### config.mk
export PLATFORM = sky130hd
export DESIGN_NAME = top_k_sorted_insert
export DESIGN_NICKNAME = d
export VERILOG_FILES = /design/src/sv/tksi_pkg.sv /design/src/sv/tksi_cell.sv /design/src/sv/top_k_sorted_insert.sv
export SDC_FILE = /design/constraint.sdc
export NUM_CORES = 2
export LEC_CHECK = 0
export BUFFER_PORTS_ARGS = -buffer_cell sky130_fd_sc_hd__buf_2
export CORE_UTILIZATION = 45
export CTS_CLUSTER_DIAMETER = 80
export DETAILED_ROUTE_END_ITERATION = 10
export GPL_TIMING_DRIVEN = 0
export SYNTH_ARGS = -nofsm -noshare
export SYNTH_HDL_FRONTEND = slang
export SYNTH_SLANG_ARGS = --single-unit
### constraint.sdc
create_clock -name aclk -period 3.9 [get_ports aclk]
set_clock_uncertainty 0.2 [all_clocks]
set_input_delay 0.195 -clock aclk [delete_from_list [all_inputs] [get_ports aclk]]
set_output_delay 0.195 -clock aclk [all_outputs]
set_load 0.01 [all_outputs]
### src/sv/tksi_pkg.sv
`default_nettype none

package tksi_pkg;

    // Field widths of the stream words.
    localparam int SCORE_W     = 32;
    localparam int LINE_W      = 20;
    localparam int SLOT_W      = 4;
    localparam int POS_W       = 5;
    localparam int ENTRIES_DEF = 16;

    // Item kinds carried on s_tuser.
    localparam logic KIND_INSERT = 1'b0;
    localparam logic KIND_READ   = 1'b1;

    // Candidate broadcast to every cell.
    typedef struct packed {
        logic               en;
        logic [SCORE_W-1:0] score;
        logic [LINE_W-1:0]  line;
    } ins_t;

    // What one cell hands to the next one down the chain.
    typedef struct packed {
        logic               beat;
        logic [SCORE_W-1:0] score;
        logic [LINE_W-1:0]  line;
    } cell_link_t;

endpackage

`default_nettype wire

### src/sv/tksi_cell.sv
`default_nettype none

module tksi_cell (
    input  wire                  aclk,
    input  wire                  aresetn,
    input  tksi_pkg::ins_t       ins,
    input  tksi_pkg::cell_link_t link_in,
    output tksi_pkg::cell_link_t link_out
);

    logic [tksi_pkg::SCORE_W-1:0] score_reg;
    logic [tksi_pkg::SCORE_W-1:0] score_next;
    logic [tksi_pkg::LINE_W-1:0]  line_reg;
    logic [tksi_pkg::LINE_W-1:0]  line_next;
    logic                         beat;

    // The candidate wins over this slot on a higher score, or on an equal
    // nonzero score with a lower line number. An empty slot loses to any
    // nonzero score.
    always_comb begin
        beat = (ins.score > score_reg) ||
               ((ins.score == score_reg) && (score_reg != '0) && (ins.line < line_reg));
    end

    // If the slot above was beaten, its entry moves down into this one;
    // otherwise the first beaten slot takes the candidate.
    always_comb begin
        score_next = score_reg;
        line_next  = line_reg;
        if (ins.en) begin
            if (link_in.beat) begin
                score_next = link_in.score;
                line_next  = link_in.line;
            end else if (beat) begin
                score_next = ins.score;
                line_next  = ins.line;
            end
        end
    end

    always_ff @(posedge aclk) begin
        if (!aresetn) begin
            score_reg <= '0;
            line_reg  <= '0;
        end else begin
            score_reg <= score_next;
            line_reg  <= line_next;
        end
    end

    assign link_out.beat  = beat;
    assign link_out.score = score_reg;
    assign link_out.line  = line_reg;

endmodule

`default_nettype wire

### src/sv/top_k_sorted_insert.sv
// Sorted list of the best ENTRIES (score, line) pairs, best score first and
// equal scores in ascending line order.
// Input channel (s_): one word per item. s_tuser selects an insert or a read.
// An insert places a nonzero score at the first slot it beats and pushes the
// rest down by one; the last entry falls off. A read returns one slot.
// Result channel (m_): exactly one word per input word, in order.
// m_tvalid rises in the cycle after acceptance. One item is taken every
// cycle while results are taken; the figure is set by the row of cells, which
// all compare against the candidate and shift in the same cycle.
// A single output register holds the result; while m_tready is low and a
// result is waiting, s_tready is low and the list is left untouched.
// Reset (aresetn low at a clock edge) empties every slot at once and drops
// any waiting result; there is no clearing pass afterwards.
// Only slots 0 to 15 can be read; a read beyond the list returns zeros.
`default_nettype none

module top_k_sorted_insert #(
    parameter int ENTRIES = tksi_pkg::ENTRIES_DEF
) (
    input  wire         aclk,
    input  wire         aresetn,
    input  wire         s_tvalid,
    output logic        s_tready,
    // new_score [31:0], new_line [51:32], read_slot [55:52]
    input  wire  [55:0] s_tdata,
    // kind [0]
    input  wire  [0:0]  s_tuser,
    output logic        m_tvalid,
    input  wire         m_tready,
    // placed [0], position [5:1], slot_score [37:6], slot_line [57:38],
    // slot_filled [58], zero fill [63:59]
    output logic [63:0] m_tdata
);

    localparam int PW   = $clog2(ENTRIES + 1);
    localparam int RD_N = (ENTRIES < 16) ? ENTRIES : 16;

    logic                          accept;
    logic                          kind;
    logic [tksi_pkg::SCORE_W-1:0]  new_score;
    logic [tksi_pkg::LINE_W-1:0]   new_line;
    logic [tksi_pkg::SLOT_W-1:0]   read_slot;

    tksi_pkg::ins_t                ins;
    tksi_pkg::cell_link_t          links [ENTRIES+1];
    logic [ENTRIES-1:0]            beat_vec;
    logic [ENTRIES-1:0]            above_vec;
    logic [ENTRIES-1:0]            landing;

    logic                          placed;
    logic [PW-1:0]                 pos_wide;
    logic [PW+4:0]                 pos_ext;
    logic [tksi_pkg::POS_W-1:0]    position;
    logic [tksi_pkg::SCORE_W-1:0]  rd_score;
    logic [tksi_pkg::LINE_W-1:0]   rd_line;
    logic [tksi_pkg::SCORE_W-1:0]  slot_score;
    logic [tksi_pkg::LINE_W-1:0]   slot_line;
    logic                          slot_filled;

    logic                          out_valid_reg;
    logic                          out_valid_next;
    logic [63:0]                   out_data_reg;
    logic [63:0]                   out_data_next;

    // Input word unpacking and handshake.
    assign kind      = s_tuser[0];
    assign new_score = s_tdata[31:0];
    assign new_line  = s_tdata[51:32];
    assign read_slot = s_tdata[55:52];
    assign s_tready  = !out_valid_reg || m_tready;
    assign accept    = s_tvalid && s_tready;

    // Candidate broadcast; a zero score never enters the list.
    assign ins.en    = accept && (kind == tksi_pkg::KIND_INSERT) && (new_score != '0);
    assign ins.score = new_score;
    assign ins.line  = new_line;

    // Row of cells; slot 0 sees an empty neighbor above it.
    assign links[0] = '0;

    for (genvar g = 0; g < ENTRIES; g++) begin : g_cell
        tksi_cell u_cell (
            .aclk     (aclk),
            .aresetn  (aresetn),
            .ins      (ins),
            .link_in  (links[g]),
            .link_out (links[g+1])
        );
        assign beat_vec[g]  = links[g+1].beat;
        assign above_vec[g] = links[g].beat;
    end

    // The landing slot is the first beaten one; the list is sorted, so the
    // beaten slots form one run down to the end. Only an insert that is
    // actually taken can land; reads and dropped inserts report no slot.
    assign landing = ins.en ? (beat_vec & ~above_vec) : '0;
    assign placed  = |landing;

    always_comb begin
        pos_wide = '0;
        for (int i = 0; i < ENTRIES; i++) begin
            if (landing[i]) begin
                pos_wide = pos_wide | PW'(i);
            end
        end
        if (!placed) begin
            pos_wide = PW'(ENTRIES);
        end
    end

    assign pos_ext  = (PW + 5)'(pos_wide);
    assign position = pos_ext[tksi_pkg::POS_W-1:0];

    // Read select over the slots that a 4-bit index can reach.
    always_comb begin
        rd_score = '0;
        rd_line  = '0;
        for (int i = 0; i < RD_N; i++) begin
            if (read_slot == tksi_pkg::SLOT_W'(i)) begin
                rd_score = links[i+1].score;
                rd_line  = links[i+1].line;
            end
        end
    end

    // Result word for the accepted item.
    always_comb begin
        slot_score  = '0;
        slot_line   = '0;
        slot_filled = 1'b0;
        if (kind == tksi_pkg::KIND_READ) begin
            slot_score  = rd_score;
            slot_line   = rd_line;
            slot_filled = (rd_score != '0);
        end
        out_data_next = {5'b0, slot_filled, slot_line, slot_score, position, placed};
    end

    // Output register.
    always_comb begin
        out_valid_next = out_valid_reg;
        if (accept) begin
            out_valid_next = 1'b1;
        end else if (m_tready) begin
            out_valid_next = 1'b0;
        end
    end

    always_ff @(posedge aclk) begin
        if (!aresetn) begin
            out_valid_reg <= 1'b0;
        end else begin
            out_valid_reg <= out_valid_next;
        end
    end

    always_ff @(posedge aclk) begin
        if (accept) begin
            out_data_reg <= out_data_next;
        end
    end

    assign m_tvalid = out_valid_reg;
    assign m_tdata  = out_data_reg;

    // At most one slot takes the candidate.
    a_landing_onehot: assert property (@(posedge aclk) disable iff (!aresetn)
        $onehot0(landing))
        else $error("more than one landing slot");

    // The list stays sorted, so a beaten slot is followed only by beaten slots.
    a_beat_run: assert property (@(posedge aclk) disable iff (!aresetn)
        (above_vec & ~beat_vec) == '0)
        else $error("beaten slots do not form one run");

    // A result never reports both a placement and a filled read slot.
    a_result_kind: assert property (@(posedge aclk) disable iff (!aresetn)
        m_tvalid |-> !(m_tdata[0] && m_tdata[58]))
        else $error("result mixes insert and read fields");

    // No result is pending right after reset.
    a_reset_empty: assert property (@(posedge aclk)
        !aresetn |=> !m_tvalid)
        else $error("result valid after reset");

endmodule

`default_nettype wire
==> run metrics <==
Fin. Hold Viols 0; later-pin clock latency in the skew report approximately 0.77 ns; reg-to-reg slack, setup -0.19 ns; DIE WIDTH approximately 390 um; final worst slack -0.353 ns; initial antenna violation count 30; Yosys top cell area share 0.251; largest cells by area after synthesis dfxtp_1, ha_1, a211oi_1; max reg flops 512; max cap viols 4; Root Driver clkbuf_16; CTS clk-pin slew, worst paths around 0.060 ns; first-pass GRT wire length 529 mm; wire length on met2 between 150 and 200 mm; number of flops mapped to enable cells by yosys 59; Avg Inst Size Synth ~7.8 um^2; DR top layer met5; total number of vias roughly 74,000; grt total ovfl 0; Layout Nets around 9,800; register area share after synthesis 0.277; CTS tree built; max_slew headroom -0.124; IO buf count 120; setup-violating endpoint count in the final report 133; synthesized flop and latch total about 900; Top Ports 127; Max clock buf depth 3; Area growth syn-to-layout 15.6%; Max VDD drop roughly 0.37 mV; die area between 0.1 and 0.15 mm^2; fillers roughly 15,000; Initial Util 0.455; core area ~0.15 mm^2; critical path peak fanout 10; unrepaired setup endpoints after global routing yes; Finished Core Util 0.526; DR iter-0 viols 10,800; measured slew at the worst slew-check pin around 1.7 ns; worst endpoint required time 4.25 ns; DRT Pass-1 Iters 6; setup tns final -8.66 ns; synth unique cells 84; clk sinks between 800 and 900; H-tree depth 3; minimum clock period approximately 4.3 ns; Synth Instances about 8,600; global-route usage over all layers 0.501; routed vias/inst around 7; Rows 140; share of layout cells above drive strength 1 0.129; power per standard cell area 429 mW/mm^2; ys async rst share 0; fmax 235 MHz; crit path DAT about 4.6 ns; Routed WL just under 400 mm; Ys Warns 0; placer's final routability congestion estimate approximately 1.1; critical path type in -> reg; placed cell areas 0.0697 mm^2; Primary FF master, synth dfxtp_1; fin crit share 1.09; largest net degree at the start of global routing 48; area leader, netlist dfxtp_1; routed length on met3 about 51 mm; M1 wire length 146 mm; Crit. End Element register; Hold Crit Class in -> reg; final instance area between 0.07 and 0.08 mm^2; vias in the first global route 68,800; Final Max Slew Viols 44; DP Wirelength just over 300 mm; die height roughly 390 um; DRT antenna net count 0; DR DRC count 0; failing checks capacitance limit, slew limit, setup timing; Num CTS Buffers between 100 and 150; status complete, but fails checks; Syn Std Cell Area approximately 0.067 mm^2; Setup crit start kind input pin; WL per Instance 35.6 um; LEAKAGE around 30 nW
[critical path: stages]
cell and delay [ns]:
buf_2 0.18, buf_2 0.23, clkbuf_4 0.36, clkbuf_2 0.52, nor2_1 0.94, a221oi_1 0.26
a211oi_1 0.68, o221ai_1 0.39, o21ai_0 0.35, o31ai_1 0.20, a21oi_1 0.29
[path summary, 6_finish.rpt]
check,start,end,cells past startpoint
hold / removal,s_tuser,m_tdata[42]$_SDFFCE_PN0P_,4
setup reg to reg,g_cell[2].u_cell.score_reg[23]$_SDFFE_PN0P_,m_tdata[58]$_SDFFCE_PN0P_,9
setup / recovery,s_tdata[54],m_tdata[19]$_SDFFCE_PN0P_,11
hold reg to reg,g_cell[1].u_cell.line_reg[6]$_SDFFE_PN0P_,g_cell[2].u_cell.line_reg[6]$_SDFFE_PN0P_,2
[layout make-up]
type | count | area [um^2] | area share
clock buffers | 149 | 3120 | 0.0406
clock inverters | 62 | 803 | 0.0104
repair buffers | 215 | 1510 | 0.0196
diodes | 21 | 52.6 | 0.000683
repair inverters | 1 | 5.00 | 0.0000650
inverters | 892 | 3360 | 0.0436
well taps | 1917 | 2400 | 0.0312
multi-input cells | 6172 | 43800 | 0.569
flip-flops and latches | 892 | 18500 | 0.241
plain buffers | 621 | 3390 | 0.0440
[cells by family (layout without fill, tap and decap cells)]
logic type,count (synthesis),in the layout,synth area share
AO/OA/AOI/OAI,2835,2836,0.278
multiplexers,279,279,0.0530
AND/OR/NAND/NOR,2234,2236,0.150
buffers and inverters,1523,1940,0.0890
flip-flops,892,892,0.277
adder cells (fa/ha/maj),816,816,0.153
other,1,26,0.0000563
[cells in the mapped netlist, drive strengths merged (7+ instances only)]
cell and n:
a221oi 97, edfxtp 59, o21a 45, nor3 161, or3 7, buf 157
a22oi 64, a211o 15, o21ai 383, o221ai 34, a311oi 56, a222oi 12
o31ai 16, nand2 285, o221a 54, ha 816, and3 11, inv 889
o211ai 59, o311ai 8, or2 8, mux2i 215, a21oi 953, and2 20
a21o 86, a41oi 9, nand3 72, nor4 166, nor2b 43, nand4 159
clkbuf 474, a31oi 96, o22ai 54, o2111ai 20, nand2b 28, nor2 1240
mux4 58, a2111oi 21, dfxtp 833, a211oi 680, and4 18
[report_power, final]
| group | switching [W] | internal (W) |
|---|---|---|
| registers | 0.00109 | 0.00999 |
| logic | 0.00706 | 0.00344 |
| clock network | 0.00475 | 0.00668 |
[layout by cell type, fill, tap and decap left out, types with 31 or more instances in the layout]
cell and count:
dfxtp_1 780, nand2_1 281, mux4_2 58, o21a_1 42
a21o_1 83, a21oi_1 934, buf_4 117, o211ai_1 59
clkbuf_1 245, mux2i_1 211, nor4_1 148, a311oi_1 55
ha_1 815, buf_6 31, clkbuf_2 193, edfxtp_1 59
a221oi_1 82, nand4_1 159, clkbuf_16 114, o21ai_0 360
nand3_1 71, a22oi_1 62, nor3_1 146, buf_2 174
nor2b_1 42, o22ai_1 50, dfxtp_2 43, a211oi_1 672
o221a_2 54, a31oi_1 88, nor2_1 1232, inv_1 885
clkbuf_4 54
[per-layer routing]
metal	vias up	track usage
met5	-	0
met4	18	0.395
met3	1360	0.152
met2	5446	0.711
met1	35500	0.627
li1	32100	-
[repair_timing]
action                                  CTS  global route
endpoints found under the hold margin    40             0
gates cloned                              1             3
gates resized for setup                 572           379
pin swaps                                52            50
endpoints found under the setup margin  872           789
hold buffers                              5             0
setup buffers                            49            32
[stage by stage]
stage	setup WS (ns)	cells	power [W]	hold WS, ns
finish	-0.353	10900	0.0330	0.108
global route	-0.0942	10900	0.0338	0.113
CTS	0.000795	10900	0.0321	0.0667
detailed placement	-3.87	10600	0.0205	0.249
global placement	-4.33	10600	0.0203	0.248
floorplan	0.185	8584	0.0165	0.124
No activity file was read; power rests on OpenSTA's default activity.
